**src/hw/rtl/pkrt_pkg.sv**
```systemverilog
`default_nettype none
// ----------------------------------------------------------------------------
// pkrt_pkg
// Shared types and constants for the held-key table with typematic repeat.
// ----------------------------------------------------------------------------
package pkrt_pkg;

   localparam int TYPE_W = 3;
   localparam int KEY_W  = 8;
   localparam int MOD_W  = 5;
   localparam int AGE_W  = 9;
   localparam int CFG_W  = 8;
   localparam int CSR_IDX_W = 1;

   // restoring modulo: one dividend bit per step
   localparam int MOD_STEPS  = AGE_W;
   localparam int MOD_STEP_W = $clog2(MOD_STEPS + 1);

   localparam logic [TYPE_W-1:0] REQ_PRESS   = 3'd0;
   localparam logic [TYPE_W-1:0] REQ_RELEASE = 3'd1;
   localparam logic [TYPE_W-1:0] REQ_TICK    = 3'd2;
   localparam logic [TYPE_W-1:0] REQ_MODS    = 3'd3;
   localparam logic [TYPE_W-1:0] REQ_LEAVE   = 3'd4;

   localparam logic [CSR_IDX_W-1:0] REG_REPEAT_DELAY  = 1'b0;
   localparam logic [CSR_IDX_W-1:0] REG_REPEAT_PERIOD = 1'b1;

   localparam logic [CFG_W-1:0] DELAY_RESET  = 8'd50;
   localparam logic [CFG_W-1:0] PERIOD_RESET = 8'd5;

   localparam logic [KEY_W-1:0] KEYPAD_LO = 8'h53;
   localparam logic [KEY_W-1:0] KEYPAD_HI = 8'h63;

   localparam logic [MOD_W-1:0] M_SHIFT = 5'h01;
   localparam logic [MOD_W-1:0] M_CAPS  = 5'h02;
   localparam logic [MOD_W-1:0] M_CTRL  = 5'h04;
   localparam logic [MOD_W-1:0] M_ALT   = 5'h08;
   localparam logic [MOD_W-1:0] M_NUM   = 5'h10;

   // controller -> datapath
   typedef struct packed {
      logic capture;
      logic set_mods;
      logic clear_all;
      logic idx_clr;
      logic idx_inc;
      logic append;
      logic remove;
      logic age_wr;
      logic use_mod;
      logic fire_take;
      logic mod_load;
      logic mod_step;
      logic flush;
   } cmd_type;

   // datapath -> controller
   typedef struct packed {
      logic at_end;
      logic match;
      logic full;
      logic fast;
      logic fire_fast;
      logic fire_mod;
      logic pend_valid;
      logic out_free;
   } stat_type;

   function automatic logic key_level(input logic [KEY_W-1:0] key,
                                      input logic [MOD_W-1:0] mods);
      logic lvl;
      if (key >= KEYPAD_LO && key <= KEYPAD_HI) begin
         lvl = |(mods & M_NUM);
      end else begin
         lvl = (|(mods & M_SHIFT)) ^ (|(mods & M_CAPS));
      end
      return lvl;
   endfunction

endpackage
`default_nettype wire

```
**src/hw/rtl/pkrt_ctrl.sv**
```systemverilog
`default_nettype none
// ----------------------------------------------------------------------------
// pkrt_ctrl
// Sequencer: walks the key table for press/release search and tick aging;
// modifier update and focus leave act from idle.
module pkrt_ctrl import pkrt_pkg::*; (
   input  wire logic              clock,
   input  wire logic              reset,
   input  wire logic              req_valid,
   input  wire logic [TYPE_W-1:0] req_type,
   output logic                   req_stall,
   input  wire stat_type          stat,
   output cmd_type                cmd
);

   typedef enum logic [2:0] {
      ST_IDLE,
      ST_SRCH,
      ST_AGE,
      ST_MOD,
      ST_FIN,
      ST_FLUSH
   } state_type;

   state_type             state_ff, state_in;
   logic                  press_ff, press_in;
   logic [MOD_STEP_W-1:0] step_ff, step_in;
   logic                  blocked;

   assign req_stall = (state_ff != ST_IDLE);

   always_comb begin
      cmd      = '0;
      state_in = state_ff;
      press_in = press_ff;
      step_in  = step_ff;
      blocked  = 1'b0;
      unique case (state_ff)
         ST_IDLE: begin
            if (req_valid) begin
               unique case (req_type)
                  REQ_PRESS, REQ_RELEASE: begin
                     cmd.capture = 1'b1;
                     cmd.idx_clr = 1'b1;
                     press_in    = (req_type == REQ_PRESS);
                     state_in    = ST_SRCH;
                  end
                  REQ_TICK: begin
                     cmd.idx_clr = 1'b1;
                     state_in    = ST_AGE;
                  end
                  REQ_MODS:  cmd.set_mods  = 1'b1;
                  REQ_LEAVE: cmd.clear_all = 1'b1;
                  default: ;
               endcase
            end
         end
         ST_SRCH: begin
            if (stat.at_end) begin
               cmd.append = press_ff && !stat.full;
               state_in   = ST_IDLE;
            end else if (stat.match) begin
               cmd.remove = !press_ff;
               state_in   = ST_IDLE;
            end else begin
               cmd.idx_inc = 1'b1;
            end
         end
         ST_AGE: begin
            if (stat.at_end) begin
               state_in = ST_FLUSH;
            end else if (!stat.fast) begin
               cmd.mod_load = 1'b1;
               step_in      = '0;
               state_in     = ST_MOD;
            end else begin
               blocked = stat.fire_fast && stat.pend_valid && !stat.out_free;
               if (!blocked) begin
                  cmd.age_wr    = 1'b1;
                  cmd.fire_take = stat.fire_fast;
                  cmd.idx_inc   = 1'b1;
               end
            end
         end
         ST_MOD: begin
            cmd.mod_step = 1'b1;
            step_in      = step_ff + 1'b1;
            if (step_ff == MOD_STEP_W'(MOD_STEPS - 1)) begin
               state_in = ST_FIN;
            end
         end
         ST_FIN: begin
            cmd.use_mod = 1'b1;
            blocked     = stat.fire_mod && stat.pend_valid && !stat.out_free;
            if (!blocked) begin
               cmd.age_wr    = 1'b1;
               cmd.fire_take = stat.fire_mod;
               cmd.idx_inc   = 1'b1;
               state_in      = ST_AGE;
            end
         end
         ST_FLUSH: begin
            // last held result goes out with its last flag set
            if (!(stat.pend_valid && !stat.out_free)) begin
               cmd.flush = 1'b1;
               state_in  = ST_IDLE;
            end
         end
         default: state_in = ST_IDLE;
      endcase
   end

   always_ff @(posedge clock) begin
      if (reset) begin
         state_ff <= ST_IDLE;
         press_ff <= 1'b0;
         step_ff  <= '0;
      end else begin
         state_ff <= state_in;
         press_ff <= press_in;
         step_ff  <= step_in;
      end
   end

endmodule
`default_nettype wire

```
**src/hw/rtl/pkrt_dp.sv**
```systemverilog
`default_nettype none
// ----------------------------------------------------------------------------
// pkrt_dp
// Key table, ages, modifier state, repeat registers, modulo unit and the
// pending / output result registers.
// ----------------------------------------------------------------------------
module pkrt_dp import pkrt_pkg::*; #(
   parameter int TABLE_DEPTH = 6
) (
   input  wire logic                 clock,
   input  wire logic                 reset,
   input  wire cmd_type              cmd,
   output stat_type                  stat,
   input  wire logic [KEY_W-1:0]     req_key_code,
   input  wire logic [MOD_W-1:0]     req_held_mods,
   input  wire logic [MOD_W-1:0]     req_latched_mods,
   input  wire logic [MOD_W-1:0]     req_locked_mods,
   input  wire logic                 csr_write,
   input  wire logic [CSR_IDX_W-1:0] csr_index,
   input  wire logic [CFG_W-1:0]     csr_data,
   output logic                      rsp_valid,
   input  wire logic                 rsp_stall,
   output logic [KEY_W-1:0]          rsp_out_key,
   output logic [MOD_W-1:0]          rsp_out_mods,
   output logic                      rsp_level,
   output logic                      rsp_last
);

   localparam int CNT_W  = $clog2(TABLE_DEPTH + 1);
   localparam int SLOT_W = (TABLE_DEPTH > 1) ? $clog2(TABLE_DEPTH) : 1;

   logic [KEY_W-1:0] slot_ff [TABLE_DEPTH];
   logic [AGE_W-1:0] age_ff  [TABLE_DEPTH];

   logic [CNT_W-1:0] cnt_ff, cnt_in;
   logic [CNT_W-1:0] idx_ff, idx_in;
   logic [MOD_W-1:0] held_ff, held_in;
   logic [MOD_W-1:0] latched_ff, latched_in;
   logic [MOD_W-1:0] locked_ff, locked_in;
   logic [CFG_W-1:0] delay_ff, delay_in;
   logic [CFG_W-1:0] period_ff, period_in;
   logic             pend_valid_ff, pend_valid_in;
   logic             rsp_valid_ff, rsp_valid_in;

   logic [KEY_W-1:0] key_ff;
   logic [AGE_W-1:0] dvd_ff;
   logic [CFG_W-1:0] rem_ff;
   logic [KEY_W-1:0] pend_key_ff;
   logic [MOD_W-1:0] pend_mods_ff;
   logic             pend_level_ff;
   logic [KEY_W-1:0] rsp_key_ff;
   logic [MOD_W-1:0] rsp_mods_ff;
   logic             rsp_level_ff;
   logic             rsp_last_ff;

   logic [SLOT_W-1:0] sel;
   logic [KEY_W-1:0]  cur_key;
   logic [AGE_W-1:0]  cur_age;
   logic [AGE_W-1:0]  age_inc;
   logic [AGE_W-1:0]  delay_x;
   logic [AGE_W-1:0]  period_x;
   logic [AGE_W-1:0]  over;
   logic [AGE_W-1:0]  over_sub;
   logic              below;
   logic              lt_p;
   logic              lt_2p;
   logic [AGE_W-1:0]  fast_age;
   logic              fire_fast;
   logic [AGE_W-1:0]  mod_age;
   logic [AGE_W-1:0]  new_age;
   logic [AGE_W-1:0]  mod_trial;
   logic [MOD_W-1:0]  mods;
   logic              out_free;
   logic              push;

   assign sel     = idx_ff[SLOT_W-1:0];
   assign cur_key = slot_ff[sel];
   assign cur_age = age_ff[sel];

   // a zero register acts as one
   assign delay_x  = {1'b0, (delay_ff  == '0) ? CFG_W'(1) : delay_ff};
   assign period_x = {1'b0, (period_ff == '0) ? CFG_W'(1) : period_ff};

   assign age_inc  = cur_age + 1'b1;
   assign below    = age_inc < delay_x;
   assign over     = age_inc - delay_x;
   assign over_sub = over - period_x;
   assign lt_p     = over < period_x;
   assign lt_2p    = over_sub < period_x;

   always_comb begin
      priority if (below) begin
         fast_age  = age_inc;
         fire_fast = (age_inc == AGE_W'(1));
      end else if (lt_p) begin
         fast_age  = delay_x + over;
         fire_fast = (over == '0);
      end else begin
         fast_age  = delay_x + over_sub;
         fire_fast = (over_sub == '0);
      end
   end

   assign mod_age   = delay_x + {1'b0, rem_ff};
   assign new_age   = cmd.use_mod ? mod_age : fast_age;
   assign mod_trial = {rem_ff, dvd_ff[AGE_W-1]};

   assign mods = ((held_ff | latched_ff) & (M_SHIFT | M_CTRL | M_ALT))
               | (locked_ff & (M_CAPS | M_NUM));

   assign out_free = !rsp_valid_ff || !rsp_stall;
   assign push     = pend_valid_ff && (cmd.fire_take || cmd.flush);

   assign stat.at_end     = (idx_ff == cnt_ff);
   assign stat.match      = (cur_key == key_ff);
   assign stat.full       = (cnt_ff == CNT_W'(TABLE_DEPTH));
   assign stat.fast       = below || lt_p || lt_2p;
   assign stat.fire_fast  = fire_fast;
   assign stat.fire_mod   = (rem_ff == '0);
   assign stat.pend_valid = pend_valid_ff;
   assign stat.out_free   = out_free;

   always_comb begin
      cnt_in        = cnt_ff;
      idx_in        = idx_ff;
      held_in       = held_ff;
      latched_in    = latched_ff;
      locked_in     = locked_ff;
      delay_in      = delay_ff;
      period_in     = period_ff;
      pend_valid_in = pend_valid_ff;
      rsp_valid_in  = rsp_valid_ff;

      if (csr_write) begin
         if (csr_index == REG_REPEAT_DELAY) begin
            delay_in = csr_data;
         end
         if (csr_index == REG_REPEAT_PERIOD) begin
            period_in = csr_data;
         end
      end
      if (cmd.set_mods) begin
         held_in    = req_held_mods;
         latched_in = req_latched_mods;
         locked_in  = req_locked_mods;
      end
      if (cmd.clear_all) begin
         held_in    = '0;
         latched_in = '0;
         locked_in  = '0;
         cnt_in     = '0;
      end
      if (cmd.idx_clr) begin
         idx_in = '0;
      end else if (cmd.idx_inc) begin
         idx_in = idx_ff + 1'b1;
      end
      if (cmd.append) begin
         cnt_in = cnt_ff + 1'b1;
      end else if (cmd.remove) begin
         cnt_in = cnt_ff - 1'b1;
      end

      if (cmd.fire_take) begin
         pend_valid_in = 1'b1;
      end else if (cmd.flush) begin
         pend_valid_in = 1'b0;
      end
      if (push) begin
         rsp_valid_in = 1'b1;
      end else if (rsp_valid_ff && !rsp_stall) begin
         rsp_valid_in = 1'b0;
      end
   end

   always_ff @(posedge clock) begin
      if (reset) begin
         cnt_ff        <= '0;
         idx_ff        <= '0;
         held_ff       <= '0;
         latched_ff    <= '0;
         locked_ff     <= '0;
         delay_ff      <= DELAY_RESET;
         period_ff     <= PERIOD_RESET;
         pend_valid_ff <= 1'b0;
         rsp_valid_ff  <= 1'b0;
      end else begin
         cnt_ff        <= cnt_in;
         idx_ff        <= idx_in;
         held_ff       <= held_in;
         latched_ff    <= latched_in;
         locked_ff     <= locked_in;
         delay_ff      <= delay_in;
         period_ff     <= period_in;
         pend_valid_ff <= pend_valid_in;
         rsp_valid_ff  <= rsp_valid_in;
      end
   end

   // table storage: close the gap on removal, append at the tail
   always_ff @(posedge clock) begin
      if (cmd.remove) begin
         for (int j = 0; j < TABLE_DEPTH - 1; j++) begin
            if (CNT_W'(j) >= idx_ff) begin
               slot_ff[j] <= slot_ff[j+1];
               age_ff[j]  <= age_ff[j+1];
            end
         end
      end
      if (cmd.append) begin
         slot_ff[cnt_ff[SLOT_W-1:0]] <= key_ff;
         age_ff[cnt_ff[SLOT_W-1:0]]  <= '0;
      end
      if (cmd.age_wr) begin
         age_ff[sel] <= new_age;
      end
   end

   always_ff @(posedge clock) begin
      if (cmd.capture) begin
         key_ff <= req_key_code;
      end
      if (cmd.mod_load) begin
         dvd_ff <= over;
         rem_ff <= '0;
      end else if (cmd.mod_step) begin
         dvd_ff <= {dvd_ff[AGE_W-2:0], 1'b0};
         if (mod_trial >= period_x) begin
            rem_ff <= CFG_W'(mod_trial - period_x);
         end else begin
            rem_ff <= mod_trial[CFG_W-1:0];
         end
      end
      if (cmd.fire_take) begin
         pend_key_ff   <= cur_key;
         pend_mods_ff  <= mods;
         pend_level_ff <= key_level(cur_key, mods);
      end
      if (push) begin
         rsp_key_ff   <= pend_key_ff;
         rsp_mods_ff  <= pend_mods_ff;
         rsp_level_ff <= pend_level_ff;
         rsp_last_ff  <= cmd.flush;
      end
   end

   assign rsp_valid    = rsp_valid_ff;
   assign rsp_out_key  = rsp_key_ff;
   assign rsp_out_mods = rsp_mods_ff;
   assign rsp_level    = rsp_level_ff;
   assign rsp_last     = rsp_last_ff;

endmodule
`default_nettype wire

```
**src/hw/rtl/pressed_key_repeat_table.sv**
```systemverilog
`default_nettype none
// ----------------------------------------------------------------------------
// pressed_key_repeat_table
// Held-key table with typematic auto-repeat and modifier tracking.
// ----------------------------------------------------------------------------
//   channel   direction  handshake              payload
//   req_      in         req_valid / req_stall  type, key code, three masks
//   rsp_      out        rsp_valid / rsp_stall  key, mods, level, last
//   csr_      in         csr_valid / csr_ready  index (0 delay, 1 period), data
//
// Modifier update, focus leave and unused codes are handled in idle, without a stall.
// Press and release walk the table to search for the key.
// Tick walks the table and ages every held key; a key whose age must be reduced
// by two periods or more (after a register change) goes through the modulo unit.
// Results sit in an output register; a stalled output holds the tick walk.
// Synchronous reset; no clearing pass.
// ----------------------------------------------------------------------------
module pressed_key_repeat_table import pkrt_pkg::*; #(
   parameter int TABLE_DEPTH = 6
) (
   input  wire logic                 clock,
   input  wire logic                 reset,
   input  wire logic                 req_valid,
   output logic                      req_stall,
   input  wire logic [TYPE_W-1:0]    req_type,
   input  wire logic [KEY_W-1:0]     req_key_code,
   input  wire logic [MOD_W-1:0]     req_held_mods,
   input  wire logic [MOD_W-1:0]     req_latched_mods,
   input  wire logic [MOD_W-1:0]     req_locked_mods,
   output logic                      rsp_valid,
   input  wire logic                 rsp_stall,
   output logic [KEY_W-1:0]          rsp_out_key,
   output logic [MOD_W-1:0]          rsp_out_mods,
   output logic                      rsp_level,
   output logic                      rsp_last,
   input  wire logic                 csr_valid,
   output logic                      csr_ready,
   input  wire logic [CSR_IDX_W-1:0] csr_index,
   input  wire logic [CFG_W-1:0]     csr_data
);

   cmd_type  cmd;
   stat_type stat;

   assign csr_ready = 1'b1;

   pkrt_ctrl u_ctrl (
      .clock     (clock),
      .reset     (reset),
      .req_valid (req_valid),
      .req_type  (req_type),
      .req_stall (req_stall),
      .stat      (stat),
      .cmd       (cmd)
   );

   pkrt_dp #(
      .TABLE_DEPTH (TABLE_DEPTH)
   ) u_dp (
      .clock            (clock),
      .reset            (reset),
      .cmd              (cmd),
      .stat             (stat),
      .req_key_code     (req_key_code),
      .req_held_mods    (req_held_mods),
      .req_latched_mods (req_latched_mods),
      .req_locked_mods  (req_locked_mods),
      .csr_write        (csr_valid && csr_ready),
      .csr_index        (csr_index),
      .csr_data         (csr_data),
      .rsp_valid        (rsp_valid),
      .rsp_stall        (rsp_stall),
      .rsp_out_key      (rsp_out_key),
      .rsp_out_mods     (rsp_out_mods),
      .rsp_level        (rsp_level),
      .rsp_last         (rsp_last)
   );

endmodule
`default_nettype wire

```
**config.mk**
```make
export PLATFORM = sky130hd
export DESIGN_NAME = pressed_key_repeat_table
export DESIGN_NICKNAME = d
export VERILOG_FILES = /design/src/hw/rtl/pkrt_pkg.sv /design/src/hw/rtl/pkrt_ctrl.sv /design/src/hw/rtl/pkrt_dp.sv /design/src/hw/rtl/pressed_key_repeat_table.sv
export SDC_FILE = /design/constraint.sdc
export NUM_CORES = 1
export LEC_CHECK = 0
export ABC_AREA = 0
export BUFFER_PORTS_ARGS = -buffer_cell sky130_fd_sc_hd__buf_2
export CAP_MARGIN = 20
export CORE_ASPECT_RATIO = 1.75
export CORE_MARGIN = 3
export CORE_UTILIZATION = 60
export CTS_CLUSTER_DIAMETER = 80
export DETAILED_ROUTE_END_ITERATION = 7
export PLACE_DENSITY_LB_ADDON = 0.08
export SLEW_MARGIN = 30
export SYNTH_ARGS = -nofsm -noshare
export SYNTH_HDL_FRONTEND = slang
export SYNTH_SLANG_ARGS = --single-unit
```
**constraint.sdc**
```tcl
create_clock -name clock -period 8.3 [get_ports clock]
set_input_delay 0.83 -clock clock [delete_from_list [all_inputs] [get_ports clock]]
set_output_delay 0.83 -clock clock [all_outputs]
set_load 0.005 [all_outputs]
```
# After elaboration in Yosys (flattened, before gate mapping)
# Memory sizes are Yosys's and may differ from the RTL's. A register that Yosys moved wholly into a read port is not among the register bits.
# Index checks and enable logic that the tools add are counted.
# Widths: inputs -> output; s select.
dict set report word_totals {
  register_bits 99
  ramBits 102
  out_inout_bits 18
  elab_cells 208
  n_memories 2
}
dict set report op_classes {
  n_addsub 11
  order_cmp 11
  eq_ne 23
  muxes 92
  bitwise 4
  n_reduce_logical 43
}
# name words word_bits rd rd_ports_with_merged_regs write_ports line
set memory_table {}
lappend memory_table {u_dp.age_ff 6 9 6 1 5 pkrt_dp.sv:33} ;# logic [AGE_W-1:0] age_ff [TABLE_DEPTH];
lappend memory_table {u_dp.slot_ff 6 8 6 1 5 pkrt_dp.sv:32} ;# logic [KEY_W-1:0] slot_ff [TABLE_DEPTH];
# cell count
set ops {}
lappend ops {{$mux 9} 7}
lappend ops {{$mux 3} 18}
lappend ops {{$mux 1} 51}
lappend ops {{$mux 8} 4}
lappend ops {{$lt 9x8->1} 3}
lappend ops {{$logic_not 8->1} 3}
lappend ops {{$add 8x9->9} 2}
lappend ops {{$logic_not 9->1} 2}
lappend ops {{$pmux 3 s6} 1}
lappend ops {{$reduce_or 9->1} 2}
lappend ops {{$sub 9x8->9} 2}
lappend ops {{$mux 4} 4}
lappend ops {{$eq 3x2->1 const B} 4}
lappend ops {{$eq 3x3->1 const B} 4}
lappend ops {{$ne 2x2->1 const B} 5}
lappend ops {{$add 8x8->9} 1}
lappend ops {{$add 9x1->9 const B} 1}
lappend ops {{$eq 9x1->1 const B} 1}
lappend ops {{$ge 9x8->1} 1}
lappend ops {{$logic_and 1x1->1} 9}
lappend ops {{$ne 3x3->1 const B} 3}
lappend ops {{$eq 8x8->1} 1}
lappend ops {{$ge 8x7->1 const B} 1}
lappend ops {{$le 8x7->1 const B} 1}
lappend ops {{other kinds (31)} 53}

# Depth between registers and ports, before layout
dict set report logic_depth {
  depth_word 17
  ltp_mapped 40
  mapped_depth_nobuf 35
}

# Hierarchy
# From an unflattened synthesis, not the netlist that was laid out.
dict set report unflattened {
  cells_unflattened 1172
  hier_area_um2 13066.3
}
# module n_inst cells_per_inst area_per_inst_um2
set by_module_without_submodules {}
lappend by_module_without_submodules {pkrt_dp 1 1079 12368.1}
lappend by_module_without_submodules {pkrt_ctrl 1 91 686.9}
lappend by_module_without_submodules {pressed_key_repeat_table 1 2 11.3}

# Worst setup path before layout
# Ideal clock, no wire load.
dict set report synth_timing {
  path_kind {register to register}
  startpoint {register with a tool-made name}
  endpoint {memory u_dp.age_ff[0][0], enable pin}
  setup_time_ns 0.393
  arrival_ns 7.002
  required_ns 7.907
  setup_slack_ns 0.905
  stages_incl_launch_ff 33
  n_path_buf 6
  period_less_slack_ns 7.395
  path_cell_list {dfxtp_1 buf_2 buf_4 buf_1 mux2i_1 inv_1 ha_1 nor3b_4 nor2b_1 xnor2_1 ha_1 a21oi_1 a21boi_1 o21a_1 o21a_1 or2_2 inv_1 ha_1 clkbuf_1 o2111ai_1 nand2_1 nor4_1 ha_1 o21ai_0 a31oi_1 nor2_1 and3_1 o41ai_2 and3b_1 buf_6 buf_6 o21ai_1 a311oi_1}
}
# element line
set synth_lines {}
lappend synth_lines {{end, declared} pkrt_dp.sv:33}

==> results.yml <==
logic_synthesis:
  synth_top_cell_area_share: 0.411
  synth_top_family_by_area: "compound AO/OA/AOI/OAI gates"
  ys_types: 90
  synth.most_common_cell: "nand2_1"
  yosysWarnings: 0
  synth_area_per_cell_um2: 11.0
  synth_seq_cells: 233
  synth_compound_area_frac: 0.146
  synth_edf_count: 182
  syn_nets: 1308
  synth-xor-area-share: 0.0307
  synth_area_leader_cell: "edfxtp_1"
  async_flop_share: 0
  muxShareOfSynthArea: 0.0916
  synth-seq-area-share: 0.487
  netlist_top_cells_count: "nand2_1, edfxtp_1, nor2_1, inv_1, ha_1"
  syn_area_um2: 13300
  syn_inst: 1206
  synth_fa_ha_area_frac: 0.0620
  synthSimpleGateAreaFrac: 0.140
  synth-main-ff-cell: "edfxtp_1"
  ys_top_cells_by_area: "edfxtp_1, dfxtp_1, mux4_2"
power_and_ir_drop:
  p_sw_frac: 0.279
  p_leak_nw: 5.46
  power_mw: 2.80
  peakVddDrop_mv: 0.156
  p_switching_uw: 782
  p_seq_frac: 0.460
  p_clk_frac: 0.338
  p_int_mw: 2.02
  p_comb_frac: 0.202
  power_density_nw_per_um2: 193
worst_setup_path:
  startpoint_type: "flip-flop"
  crit_top_cell: "ha_1"
  critPathSlowestCell: "mux4_2"
  required_ns: 8.64
  rrSetupSlack_ns: 0.49
  setup.worst_path.end: "u_dp.age_ff[4][8]$_DFFE_PP_"
  rr_endpoint: "u_dp.age_ff[4][8]$_DFFE_PP_"
  path_max_fanout: 8
  arrival_ns: 8.15
  crit_type: "reg2reg"
  cp-end-kind: "flip-flop"
  reg2reg_depth: 34
  cpPeakStageDelay_ns: 0.58
global_route:
  grt_pass1_wl_mm: 53.4
  grt_pass1_vias: 10040
  antenna_found_initial: 0
  grt.overflow.total: 0
  grt_max_degree: 33
  track_usage: 0.284
cts:
  htree_levels: 1
  cts.clk_slew.worst_paths_ns: 0.06
  post_cts_buffers: 0
  cts_tree: "built"
  clockBufferDepth: 3
  insertion_delay_ns: 0.51
  cts_root_buf: "clkbuf_16"
  cts_sinks: 233
  cts_inserted_buffers: 22
timing:
  hold_slack_ns: 0.418
  tightest_slew_ns: 0.865
  max_freq_mhz: 128
  drv_slew: 0
  skew_ns: 0.0135
  relSlewSlack: 0.421
  final.period_utilization: 0.941
  min_period_ns: 7.81
  final_hold_viol_count: 0
  final-setup-viol-count: 0
  grt_setup_unrepaired: "false"
  fin_tns_setup_ns: 0
route:
  routed_via_density: 6.22
  drc: 0
  first_iter_violations: 683
  routed_wl_mm: 33.8
  vias: 9643
  routedWlPerCell_um: 21.8
  ant_nets: 0
  dr.pass1.iters: 5
placement:
  dpl.hpwl_mm: 25.6
  portBuffers: 49
  routabilityCongestion: 0.881
layout:
  diodes: 0
  num-nets-final: 1346
  area_growth_syn_to_layout_pct: 9.05
  drive_gt1_frac: 0.166
floorplanning:
  start_util: 0.614
  dieArea_um2: 24100
  io_pins: 58
  core_um2: 21700
  die_h_um: 203
  num_rows: 71
  die_w_um: 119
min_path:
  hold_class: "reg2reg"
status:
  status: "finished clean"
job:
  max_cap_violations: 0
-- logic make-up after synthesis --
kind of cell / Yosys count
simple gates: 405
flops: 233
compound gates: 251
mux: 76
fa+ha+maj: 63
other cells: 1
buf+inv: 134
xor+xnor: 43
-- metal layers --
layer  GRT usage  vias up  wire [µm]
met3      0.0287      100       1330
met5           0        -          0
li1            -     4530          -
met2       0.569      327      19200
met1       0.283     4686      11300
met4       0.142        0       1960
-- stage by stage --
stage / cells / instance area (µm²) / utilization / setup WS, ns
2_1_floorplan: 1206 / 13300 / - / 0.905
3_3_place_gp: 1512 / 13800 / 0.638 / 0.590
3_5_place_dp: 1512 / 13800 / 0.638 / 0.482
4_1_cts: 1551 / 14500 / 0.669 / 0.444
5_1_grt: 1551 / 14500 / 0.670 / 0.0616
6_report: 1551 / 14500 / 0.670 / 0.491
-- critical path: cells and delay by family (launching register included) --
kind            cells  cell delay [ns]
compound gates     14             2.50
xor+xnor            2             0.36
fa+ha+maj           5             1.48
buf+inv             3             0.23
flops               1             0.44
mux                 2             0.83
simple gates        8             1.79
-- flip-flops by register name, summed over array words and instances (netlist names), 8 cells and up, named ones only --
register and count:
u_dp.age_ff 72, u_dp.slot_ff 64, u_dp.dvd_ff 9, u_dp.delay_ff 8, u_dp.key_ff 8, u_dp.pend_key_ff 8
u_dp.period_ff 8, u_dp.rem_ff 8, u_dp.rsp_out_key 8
-- worst min path at each step --
stage	cells after the start	from	slack [ns]	end
3_3_place_gp	0	u_dp.pend_key_ff[5]$_DFFE_PP_	0.40	u_dp.rsp_out_key[5]$_DFFE_PP_
5_1_grt	0	u_dp.pend_mods_ff[1]$_DFFE_PP_	0.43	u_dp.rsp_out_mods[1]$_DFFE_PP_
2_1_floorplan	0	u_dp.pend_level_ff$_DFFE_PP_	0.40	u_dp.rsp_level$_DFFE_PP_
4_1_cts	0	u_dp.pend_mods_ff[1]$_DFFE_PP_	0.42	u_dp.rsp_out_mods[1]$_DFFE_PP_
6_report	0	u_dp.pend_mods_ff[1]$_DFFE_PP_	0.42	u_dp.rsp_out_mods[1]$_DFFE_PP_
3_5_place_dp	0	u_dp.pend_key_ff[0]$_DFFE_PP_	0.40	u_dp.rsp_out_key[0]$_DFFE_PP_
-- cell usage in the layout (no fill, tap or decap), drive strengths merged, types with 9 or more instances in the layout --
master   count
mux2        16
o21a        12
clkbuf      25
clkinv      16
nand2b      11
o2bb2ai     46
ha          57
edfxtp     182
a21o        11
nand2      206
xor2        18
mux2i       25
or2          9
nor4        12
nand3       25
inv         71
mux4        35
xnor2       24
nor2b       14
nor2        66
buf         73
nor3        24
dfxtp       51
o21ai       50
a21oi       53
-- power by group through the flow --
stage          clock network [mW]  registers, mW  logic [mW]
3_5_place_dp                    0           1.31       0.561
5_1_grt                      1.01           1.29       0.638
6_report                    0.947           1.29       0.568
3_3_place_gp                    0           1.31       0.552
2_1_floorplan                   0           1.30       0.453
4_1_cts                     0.962           1.29       0.565
-- what timing repair did --
item                                    in CTS  in global routing
endpoints found under the setup margin       0                  5
hold buffers                                 0                  0
resized for setup                            0                  3
-- area by class of cell --
class                      instances  area, µm²
multi-input combinational        839       6280
clock inverter                    14        106
timing repair buffer              73        425
fill                            1731       7160
clock buffer                      25        562
sequential                       233       6490
tap                              292        365
inverter                          75        282
Power figures use the tool's default switching activity.
